===== src/sv/spq_pkg.sv =====
// Shared constants, codes and types for the sorted priority queue.
// Used by spq_cell and sorted_priority_queue_remove_by_id; no dependencies.
package spq_pkg;

  localparam int CAPACITY = 16;
  localparam int ID_W = 16;
  localparam int PRI_W = 8;
  localparam int CMD_W = 2;
  localparam int STATUS_W = 2;
  localparam int COUNT_OUT_W = 5;
  localparam int CNT_W = $clog2(CAPACITY + 1);
  localparam int IDX_W = $clog2(CAPACITY);

  localparam logic [CMD_W-1:0] CMD_INSERT = 2'd0;
  localparam logic [CMD_W-1:0] CMD_POP = 2'd1;
  localparam logic [CMD_W-1:0] CMD_REMOVE = 2'd2;

  localparam logic [STATUS_W-1:0] ST_OK = 2'd0;
  localparam logic [STATUS_W-1:0] ST_EMPTY = 2'd1;
  localparam logic [STATUS_W-1:0] ST_NOT_FOUND = 2'd2;
  localparam logic [STATUS_W-1:0] ST_FULL = 2'd3;

  typedef struct packed {
    logic [ID_W-1:0] id;
    logic [PRI_W-1:0] pri;
  } entry_t;

  // Command broadcast to every cell of the row.
  typedef struct packed {
    logic [CMD_W-1:0] cmd;
    logic [ID_W-1:0] id;
    logic [PRI_W-1:0] pri;
    logic [CNT_W-1:0] count;
    logic load;
  } ctrl_t;

endpackage


===== src/sv/sorted_priority_queue_remove_by_id.sv =====
// Sorted priority queue with removal by id, built as a row of spq_cell slots.
// The result is valid in the cycle after the input transfer; one command per cycle.
// Every slot compares in parallel on each accepted command; slots load new entries only when it succeeds.
// Throughput holds while results are taken; a stalled result holds the input off.
// Reset (rst, synchronous) empties the queue and clears out_valid; the result payload is not reset.
module sorted_priority_queue_remove_by_id (
  input  logic                            clk,
  input  logic                            rst,
  input  logic                            in_valid,
  output logic                            in_ready,
  input  logic [spq_pkg::CMD_W-1:0]       command,
  input  logic [spq_pkg::ID_W-1:0]        task_id,
  input  logic [spq_pkg::PRI_W-1:0]       priority_req,
  output logic                            out_valid,
  input  logic                            out_ready,
  output logic [spq_pkg::STATUS_W-1:0]    status,
  output logic [spq_pkg::ID_W-1:0]        removed_id,
  output logic [spq_pkg::PRI_W-1:0]       removed_priority,
  output logic [spq_pkg::COUNT_OUT_W-1:0] entry_count
);

  localparam int CAP = spq_pkg::CAPACITY;
  localparam logic [spq_pkg::CNT_W-1:0] CAP_COUNT = spq_pkg::CNT_W'(CAP);

  logic [spq_pkg::CNT_W-1:0]    count;
  logic [spq_pkg::CNT_W-1:0]    count_next;
  logic [spq_pkg::STATUS_W-1:0] status_next;
  spq_pkg::entry_t              removed_next;
  spq_pkg::ctrl_t               ctrl;
  logic                         in_xfer;
  logic                         shift_ok;

  spq_pkg::entry_t cell_entry [CAP];
  logic            cell_stay [CAP];
  logic            match_chain [CAP+1];
  spq_pkg::entry_t found_chain [CAP+1];

  assign in_ready = !out_valid || out_ready;
  assign in_xfer = in_valid && in_ready;

  assign match_chain[0] = 1'b0;
  assign found_chain[0] = '0;

  always_comb begin
    count_next = count;
    status_next = spq_pkg::ST_OK;
    removed_next = '0;
    shift_ok = 1'b0;
    unique case (command)
      spq_pkg::CMD_INSERT: begin
        if (count == CAP_COUNT) begin
          status_next = spq_pkg::ST_FULL;
        end else begin
          count_next = count + 1'b1;
          shift_ok = 1'b1;
        end
      end
      spq_pkg::CMD_POP: begin
        if (count == '0) begin
          status_next = spq_pkg::ST_EMPTY;
        end else begin
          count_next = count - 1'b1;
          removed_next = cell_entry[0];
          shift_ok = 1'b1;
        end
      end
      spq_pkg::CMD_REMOVE: begin
        if (count == '0) begin
          status_next = spq_pkg::ST_EMPTY;
        end else if (!match_chain[CAP]) begin
          status_next = spq_pkg::ST_NOT_FOUND;
        end else begin
          count_next = count - 1'b1;
          removed_next = found_chain[CAP];
          shift_ok = 1'b1;
        end
      end
      default: begin
        count_next = count;
      end
    endcase
  end

  assign ctrl = '{cmd: command, id: task_id, pri: priority_req, count: count,
                  load: in_xfer && shift_ok};

  for (genvar i = 0; i < CAP; i++) begin : g_cell
    spq_pkg::entry_t prev_e;
    logic            prev_s;
    spq_pkg::entry_t next_e;

    if (i == 0) begin : g_first
      assign prev_e = '0;
      assign prev_s = 1'b1;
    end else begin : g_mid
      assign prev_e = cell_entry[i-1];
      assign prev_s = cell_stay[i-1];
    end

    if (i == CAP - 1) begin : g_last
      assign next_e = cell_entry[i];
    end else begin : g_inner
      assign next_e = cell_entry[i+1];
    end

    spq_cell u_cell (
      .clk        (clk),
      .ctrl       (ctrl),
      .idx        (spq_pkg::IDX_W'(i)),
      .prev_entry (prev_e),
      .prev_stay  (prev_s),
      .next_entry (next_e),
      .match_in   (match_chain[i]),
      .found_in   (found_chain[i]),
      .entry      (cell_entry[i]),
      .stay       (cell_stay[i]),
      .match_out  (match_chain[i+1]),
      .found_out  (found_chain[i+1])
    );
  end

  always_ff @(posedge clk) begin
    if (rst) begin
      count <= '0;
      out_valid <= 1'b0;
    end else begin
      if (in_xfer) begin
        count <= count_next;
        out_valid <= 1'b1;
      end else if (out_ready) begin
        out_valid <= 1'b0;
      end
    end
  end

  // Result payload; held while the result waits for transfer.
  always_ff @(posedge clk) begin
    if (in_xfer) begin
      status <= status_next;
      removed_id <= removed_next.id;
      removed_priority <= removed_next.pri;
      entry_count <= spq_pkg::COUNT_OUT_W'(count_next);
    end
  end

  a_count_bound: assert property (@(posedge clk) disable iff (rst)
    count <= CAP_COUNT)
    else $error("entry count above capacity");

  a_pop_dec: assert property (@(posedge clk) disable iff (rst)
    in_xfer && command == spq_pkg::CMD_POP && count != '0 |=>
      count == $past(count) - 1'b1)
    else $error("pop did not drop one entry");

  a_full_flag: assert property (@(posedge clk) disable iff (rst)
    in_xfer && command == spq_pkg::CMD_INSERT && count == CAP_COUNT |=>
      status == spq_pkg::ST_FULL && count == CAP_COUNT)
    else $error("insert into full queue not flagged");

  a_zero_removed: assert property (@(posedge clk) disable iff (rst)
    out_valid && status != spq_pkg::ST_OK |->
      removed_id == '0 && removed_priority == '0)
    else $error("removed fields set on failed command");

endmodule


===== src/sv/spq_cell.sv =====
// One slot of the sorted queue: holds an entry and shifts to or from its neighbors.
// Depends on spq_pkg.
module spq_cell (
  input  logic                    clk,
  input  spq_pkg::ctrl_t          ctrl,
  input  logic [spq_pkg::IDX_W-1:0] idx,
  input  spq_pkg::entry_t         prev_entry,
  input  logic                    prev_stay,
  input  spq_pkg::entry_t         next_entry,
  input  logic                    match_in,
  input  spq_pkg::entry_t         found_in,
  output spq_pkg::entry_t         entry,
  output logic                    stay,
  output logic                    match_out,
  output spq_pkg::entry_t         found_out
);

  logic            occupied;
  logic            my_match;
  spq_pkg::entry_t entry_next;

  assign occupied = spq_pkg::CNT_W'(idx) < ctrl.count;
  assign stay = occupied && (entry.pri >= ctrl.pri);
  // Only the first matching slot, counted from the front, is taken out.
  assign my_match = occupied && (entry.id == ctrl.id) && !match_in;
  assign match_out = match_in || my_match;
  assign found_out = my_match ? entry : found_in;

  always_comb begin
    entry_next = entry;
    unique case (ctrl.cmd)
      spq_pkg::CMD_INSERT: begin
        if (!stay) begin
          if (prev_stay) begin
            entry_next = '{id: ctrl.id, pri: ctrl.pri};
          end else begin
            entry_next = prev_entry;
          end
        end
      end
      spq_pkg::CMD_POP: begin
        entry_next = next_entry;
      end
      spq_pkg::CMD_REMOVE: begin
        // Close the gap left by the match.
        if (match_out) begin
          entry_next = next_entry;
        end
      end
      default: begin
        entry_next = entry;
      end
    endcase
  end

  always_ff @(posedge clk) begin
    if (ctrl.load) begin
      entry <= entry_next;
    end
  end

endmodule

===== config.mk =====
export PLATFORM = sky130hd
export DESIGN_NAME = sorted_priority_queue_remove_by_id
export DESIGN_NICKNAME = d
export VERILOG_FILES = /design/src/sv/spq_pkg.sv /design/src/sv/sorted_priority_queue_remove_by_id.sv /design/src/sv/spq_cell.sv
export SDC_FILE = /design/constraint.sdc
export NUM_CORES = 2
export LEC_CHECK = 0
export ABC_CLOCK_PERIOD_IN_PS = 9780
export BUFFER_PORTS_ARGS = -buffer_cell sky130_fd_sc_hd__buf_2
export CAP_MARGIN = 25
export CELL_PAD_IN_SITES_DETAIL_PLACEMENT = 1
export CELL_PAD_IN_SITES_GLOBAL_PLACEMENT = 2
export CORE_UTILIZATION = 45
export CTS_CLUSTER_SIZE = 16
export DETAILED_ROUTE_END_ITERATION = 16
export PLACE_DENSITY = 0.95
export SYNTH_ARGS = -nofsm -noshare
export SYNTH_HDL_FRONTEND = slang
export SYNTH_SLANG_ARGS = --single-unit

===== constraint.sdc =====
create_clock -name clk -period 9.78 [get_ports clk]
set_input_delay 1.467 -clock clk [delete_from_list [all_inputs] [get_ports clk]]
set_output_delay 1.467 -clock clk [all_outputs]
set_load 0.01 [all_outputs]

# == Word-level counts from Yosys, hierarchy flattened ==
# Cells that the tools add are included.
# classes
n_addsub,2
multipliers,0
n_div,0
order_cmp,32
n_eq_ne,49
shifts,0
mux,97
bitwise,1
reduce_logical,101
# op_table
operator,n
24-bit two-way mux,64
24-bit one-hot mux with 3 select lines,15
16-bit == test,16
8-bit >= comparator,16
4-bit AND reduction,15
1-bit logical AND,49
24-bit one-hot mux with 2 select lines,1
"4-bit by 5-bit less-than comparator with 1-bit output, first input constant",8
"2-bit by 1-bit inequality test with 1-bit output, second input constant",15
"2-bit inequality test, second input constant",15
"3-bit by 5-bit less-than comparator with 1-bit output, first input constant",4
5-bit two-way mux,4
1-bit zero test,16
1-bit logical OR,16
5-bit one-hot mux with 3 select lines,1
"1-bit by 5-bit less-than comparator with 1-bit output, first input constant",2
"2-bit by 5-bit less-than comparator with 1-bit output, first input constant",2
1-bit two-way mux,7
2-bit two-way mux,3
2-bit one-hot mux with 3 select lines,1
"5-bit by 1-bit adder with 5-bit output, second input constant",1
"5-bit == test, second input constant",1
5-bit zero test,1
"5-bit by 1-bit subtractor with 5-bit output, second input constant",1
8 further kinds,8
# totals
regBits,421
latchBits,0
ramBits,0
romBits,0
in_bits,30
output_inout_bits,33
mem_count,0

# == Depth between registers and ports, before layout ==
# logic_depth
ltp_word,52
mapped_depth,15
ltp_nobuf,11

# == By module ==
# Synthesis repeated with hierarchy kept, for this count alone.
# hier_totals
cells_unflattened,3400
hier_area_um2,34470.6
# by_module_without_submodules
module,instances,cells_per_inst,area_each_um2
spq_cell,16,201,2025.7
sorted_priority_queue_remove_by_id,1,184,2059.5

# == Worst setup path before layout ==
# OpenSTA, ideal clock, no wires.
# synth_timing
path_kind,input -> register
from,input port priority_req[1] (netlist bit)
to,"register g_cell[5].u_cell.entry[0] (netlist bit), enable pin"
setup_ns,0.442
arrival_ns,5.758
required_ns,9.338
path_slack_ns,3.580
path_stages,11
cell_sequence,inv_1 -> ha_1 -> a21o_1 -> a21o_1 -> a21o_1 -> a21o_1 -> a21o_1 -> a211oi_1 -> clkbuf_1 -> nor3_1 -> a211oi_1
# synth_between
elab_chain_cells,4
# synth_rtl
item,line,source
from (decl),sorted_priority_queue_remove_by_id.sv:13,"input logic [spq_pkg::PRI_W-1:0] priority_req,"
8-bit >= comparator,spq_cell.sv:23,assign stay = occupied && (entry.pri >= ctrl.pri);
1-bit logical AND,spq_cell.sv:23,
2-bit inequality test (no line),--,
4-bit AND reduction (no line),--,
to (signal assigned),spq_cell.sv:58,entry <= entry_next;
to (decl),spq_cell.sv:12,"output spq_pkg::entry_t entry,"
# Every way passes these cells.
# A chain may end at the register's enable or synchronous reset.

# == Final worst setup path ==
# layout_timing
from,register count[1] (netlist bit)
to,"register g_cell[15].u_cell.entry[22] (netlist bit), enable pin"
# layout_between
elab_chain_cells,52
elab_cells_between_ends,88
# layout_rtl
item,line,source
from (decl),sorted_priority_queue_remove_by_id.sv:25,logic [spq_pkg::CNT_W-1:0] count;
from (signal assigned),sorted_priority_queue_remove_by_id.sv:128,count <= count_next;
1-bit by 5-bit less-than comparator with 1-bit output,spq_cell.sv:22,assign occupied = spq_pkg::CNT_W'(idx) < ctrl.count;
1-bit logical AND,spq_cell.sv:25,assign my_match = occupied && (entry.id == ctrl.id) && !match_in;
1-bit zero test,spq_cell.sv:25,
1-bit logical AND,spq_cell.sv:25,
1-bit logical OR,spq_cell.sv:26,assign match_out = match_in || my_match;
1-bit zero test,spq_cell.sv:25,
1-bit logical AND,spq_cell.sv:25,
1-bit logical OR,spq_cell.sv:26,
[36 not listed],--,
1-bit zero test,spq_cell.sv:25,
1-bit logical AND,spq_cell.sv:25,
1-bit logical OR,spq_cell.sv:26,
1-bit two-way mux,sorted_priority_queue_remove_by_id.sv:70,end else if (!match_chain[CAP]) begin
1-bit two-way mux,sorted_priority_queue_remove_by_id.sv:68,if (count == '0) begin
1-bit one-hot mux with 3 select lines,sorted_priority_queue_remove_by_id.sv:49,unique case (command)
1-bit logical AND,sorted_priority_queue_remove_by_id.sv:85,load: in_xfer && shift_ok};
3-bit AND reduction (no line) *,--,
to (signal assigned),spq_cell.sv:58,
to (decl),spq_cell.sv:12,
# Mark *: on every way between the ends. The rest lies on a longest branch, timed or not.

==> Flow_metrics.wiki <==
{| class="wikitable"
! Metric !! Value
|-
| Crit path kind || flop to flop
|-
| Post-Route Hold Slack || 0.521 ns
|-
| Count of TritonRoute iterations in the first routing pass || 7
|-
| Max Root-Sink Buffers || 3
|-
| TritonCTS Sinks || 421
|-
| Cells along the critical path || inv_1 -> ha_1 -> o21bai_1 -> a211oi_2 -> nand2_1 -> o22ai_2 -> buf_4 -> nor4_4 -> buf_4 -> and3_1 -> o21ai_1 -> o211ai_1 -> a21oi_4
|-
| Hold Path Stages || 2
|-
| Top achievable clock speed || 169 MHz
|-
| Share of the yosys chip area belonging to registers || 0.371
|-
| Relative contribution of sequential cells to total power || 0.427
|-
| Hold Buf Count CTS || 0
|-
| Effective utilization at floorplan || 0.455
|-
| Wirelength, routed || 173 mm
|-
| Die height || 276 um
|-
| Critical path required time || 10.02 ns
|-
| Critical Path Max Stage Delay || 0.93 ns
|-
| Worst-skew pair later-pin latency || 0.65 ns
|-
| Worst clock skew || 0.0326 ns
|-
| Most frequent cells in the layout || 415 x sky130_fd_sc_hd__edfxtp_1, 367 x sky130_fd_sc_hd__nand2_1, 319 x sky130_fd_sc_hd__nand3_1
|-
| Number of failing setup endpoints in the final timing report || 0
|-
| Weighted congestion reported at the end of routability-driven placement || 1.06
|-
| Post-synthesis cell count || 3692
|-
| Pwr/cell area || 138 mW/mm^2
|-
| Worst Path Arrival || 6.15 ns
|-
| IR Drop Worst-Case VDD || 0.000119 V
|-
| Setup Buffers After CTS || 0
|-
| Share of the cycle needed by the critical path after routing || 0.605
|-
| Switching power summed over all nets || 1.68 mW
|-
| Worst slew margin relative to its limit || 0.188
|-
| Type of element capturing the critical path || flop
|-
| Number of vias in the routed layout || 35600
|-
| Average size of a mapped cell || 9.18 sq um
|-
| Via-per-instance ratio || 7.71
|-
| Cell with the biggest individual delay on the critical path || sky130_fd_sc_hd__a21oi_4
|-
| Remaining DRCs || 0
|-
| Worst reg2reg endpoint || g_cell[15].u_cell.entry[22]$_DFFE_PP_
|-
| Final min period || 5.91 ns
|-
| Netlist area before placement || 0.0339 sq mm
|-
| Post-synth cell types || 113
|-
| Largest fanout on the critical path || 30
|-
| Final-report max-slew violation count || 0
|-
| Destination of the worst hold path || out_valid$_SDFFE_PP0P_
|-
| Logic depth of the worst register-to-register path || 13
|-
| Most common cell after layout, fill and taps aside || sky130_fd_sc_hd__edfxtp_1
|-
| Fillers || 8410
|-
| Violation count after the first detailed-routing iteration || 6411
|-
| Reg-to-reg startpoint || count[1]$_SDFFE_PP0P_
|-
| Outcome || finished, final reports clean
|-
| Die Width || 276 um
|-
| Total half-perimeter wirelength after legalization and detailed placement || 127 mm
|-
| Area growth syn-to-layout || 8.95%
|-
| Total of flip-flops plus latches after synthesis || 421
|-
| Switching share of power || 0.330
|-
| Resized cells post-CTS || 0
|-
| Maximum number of pins on one net before global-route repair || 181
|-
| Yosys warns || 0
|-
| Internal power || 3.41 mW
|-
| Cell repeated most along the worst path || sky130_fd_sc_hd__buf_4
|-
| ANT nets after route || 0
|-
| Boundary Pins || 63
|-
| Total core area || 0.0744 sq mm
|-
| Final Total Pwr || 5.09 mW
|-
| Clock edge transition at the registers on the reported setup and hold paths || 0.06 ns
|-
| H-tree levels || 2
|-
| Leak pwr || 12.9 nW
|-
| Count of endpoints failing hold in the final timing report || 0
|-
| First-pass GRT wire length || 246 mm
|-
| Combinational cell fraction of total power || 0.195
|-
| Average wire length per cell after detail routing || 37.5 um
|-
| Net count of the finished layout || 3773
|-
| Share of power burned in the clock network || 0.379
|-
| TritonCTS clock tree || built
|-
| Antenna violations before repair || 7
|-
| Startpoint class of the critical path || flop
|-
| Number of rows created at floorplan || 100
|-
| Clock Root Buffer || sky130_fd_sc_hd__clkbuf_16
|-
| RSZ-0062 raised after global routing || false
|-
| Mapped Nets || 3859
|-
| Number of buffers added by the clock tree synthesis step || 52
|-
| Fraction of final layout cells sized beyond drive strength 1 || 0.107
|-
| Die footprint || 0.0764 sq mm
|-
| Primary flip-flop cell chosen by synthesis mapping || sky130_fd_sc_hd__edfxtp_1
|-
| Maximum capacitance violations || 0
|-
| GRT Residual Overflow || 0
|-
| Total global routing track utilization || 0.439
|-
| Final-layout setup total negative slack || 0 ns
|-
| Number of enable flip-flop cells after synthesis || 415
|-
| Reg2reg setup slack || 3.87 ns
|-
| Buffers on Ports || 62
|-
| Async set-reset flop share out of synthesis || 0
|-
| Via count of the first global-routing pass || 34000
|-
| Hold/Removal Path Class || flop to flop
|-
| Measured slew at the worst slew-check pin || 1.21 ns
|-
| Min-delay src || out_valid$_SDFFE_PP0P_
|}
==> registers in the layout (all words and copies together) (netlist names) <==
signal,count
g_cell.u_cell.entry,384
entry_count,5
status,2
removed_priority,8
out_valid,1
removed_id,16
count,5
==> cell usage after synthesis, types with 20 or more instances <==
| master | number | area share |
|---|---|---|
| sky130_fd_sc_hd__nand2b_1 | 26 | 0.0048 |
| sky130_fd_sc_hd__ha_1 | 137 | 0.051 |
| sky130_fd_sc_hd__and2_1 | 28 | 0.0052 |
| sky130_fd_sc_hd__nand2_1 | 367 | 0.041 |
| sky130_fd_sc_hd__nor2_1 | 182 | 0.020 |
| sky130_fd_sc_hd__buf_2 | 37 | 0.0055 |
| sky130_fd_sc_hd__o311ai_0 | 170 | 0.044 |
| sky130_fd_sc_hd__nor4_1 | 67 | 0.012 |
| sky130_fd_sc_hd__inv_1 | 197 | 0.022 |
| sky130_fd_sc_hd__o221ai_1 | 120 | 0.031 |
| sky130_fd_sc_hd__nor3_1 | 52 | 0.0077 |
| sky130_fd_sc_hd__buf_1 | 25 | 0.0028 |
| sky130_fd_sc_hd__o21ai_0 | 32 | 0.0047 |
| sky130_fd_sc_hd__edfxtp_1 | 415 | 0.37 |
| sky130_fd_sc_hd__a21o_1 | 112 | 0.025 |
| sky130_fd_sc_hd__a221oi_1 | 26 | 0.0067 |
| sky130_fd_sc_hd__buf_4 | 28 | 0.0062 |
| sky130_fd_sc_hd__xnor2_1 | 110 | 0.028 |
| sky130_fd_sc_hd__xor2_1 | 148 | 0.038 |
| sky130_fd_sc_hd__clkbuf_1 | 222 | 0.025 |
| sky130_fd_sc_hd__nor2b_1 | 20 | 0.0037 |
| sky130_fd_sc_hd__o31ai_1 | 79 | 0.018 |
| sky130_fd_sc_hd__nand4_1 | 145 | 0.027 |
| sky130_fd_sc_hd__a22oi_1 | 32 | 0.0071 |
| sky130_fd_sc_hd__a31oi_1 | 90 | 0.017 |
| sky130_fd_sc_hd__and3_1 | 25 | 0.0046 |
| sky130_fd_sc_hd__nand3_1 | 319 | 0.047 |
| sky130_fd_sc_hd__a21oi_1 | 29 | 0.0043 |
| sky130_fd_sc_hd__mux2_2 | 27 | 0.0090 |
| sky130_fd_sc_hd__a211o_1 | 26 | 0.0067 |
==> per-layer routing <==
metal  GRT usage  vias up  routed length [um]
li1            -    14200                   -
met1       0.579    17600               64200
met2       0.620     3055               70200
met3       0.125      734               23900
met4       0.300        2               14700
met5           0        -                  38
==> cell families (layout without fill, tap and decap cells) <==
group	after synthesis	count (layout)	synth area share
compound gates	937	937	0.221
xor+xnor	258	258	0.0667
fa+ha+maj	137	137	0.0506
buf+inv	523	479	0.0656
flops	421	421	0.371
mux	40	40	0.0128
other cells	0	3	0
simple gates	1376	1376	0.212
==> area by class of cell <==
class,instances,area [sq um],area share
inverters,197,747,0.0202
repair buffers,186,1370,0.0372
multi-input cells,2748,19400,0.526
clock inverters,30,231,0.00627
flip-flops and latches,421,12600,0.341
well taps,969,1210,0.0328
clock buffers,66,1350,0.0367
diodes,3,7.51,0.000203
==> through the flow <==
stage	utilization	setup WS, ns	cell area (sq um)	cells
CTS	0.494	4.02	36800	4610
floorplan	-	3.58	33900	3692
global route	0.496	3.66	36900	4617
global placement	0.472	3.63	35100	4510
finish	0.496	3.87	36900	4620
detailed placement	0.473	3.50	35200	4514
==> critical path, delay by kind of cell, from the launching register on <==
kind	cells	cell delay, ns
AO/OA/AOI/OAI	6	2.78
adder cells (fa/ha/maj)	1	0.26
buffers and inverters	3	0.95
flip-flops	1	0.84
AND/OR/NAND/NOR	3	0.63
==> worst max-delay path by stage <==
| stage | startpoint | to | slack (ns) |
|---|---|---|---|
| final | count[1]$_SDFFE_PP0P_ | g_cell[15].u_cell.entry[22]$_DFFE_PP_ | 3.87 |
| after detailed placement | task_id[3] | g_cell[8].u_cell.entry[15]$_DFFE_PP_ | 3.50 |
| after CTS | count[1]$_SDFFE_PP0P_ | g_cell[8].u_cell.entry[19]$_DFFE_PP_ | 4.02 |
| after global placement | task_id[3] | g_cell[8].u_cell.entry[17]$_DFFE_PP_ | 3.63 |
| after floorplan | priority_req[1] | g_cell[5].u_cell.entry[0]$_DFFE_PP_ | 3.58 |
| after global routing | count[1]$_SDFFE_PP0P_ | g_cell[8].u_cell.entry[17]$_DFFE_PP_ | 3.66 |
==> power groups by stage <==
stage / clock network, mW / registers [mW] / logic, mW
final: 1.93 / 2.17 / 0.992
after global routing: 1.97 / 2.17 / 1.03
after CTS: 1.92 / 2.16 / 0.935
after detailed placement: 0 / 2.20 / 0.929
after global placement: 0 / 2.20 / 0.901
after floorplan: 0 / 2.16 / 0.599
(Power assumes the default switching activity.)
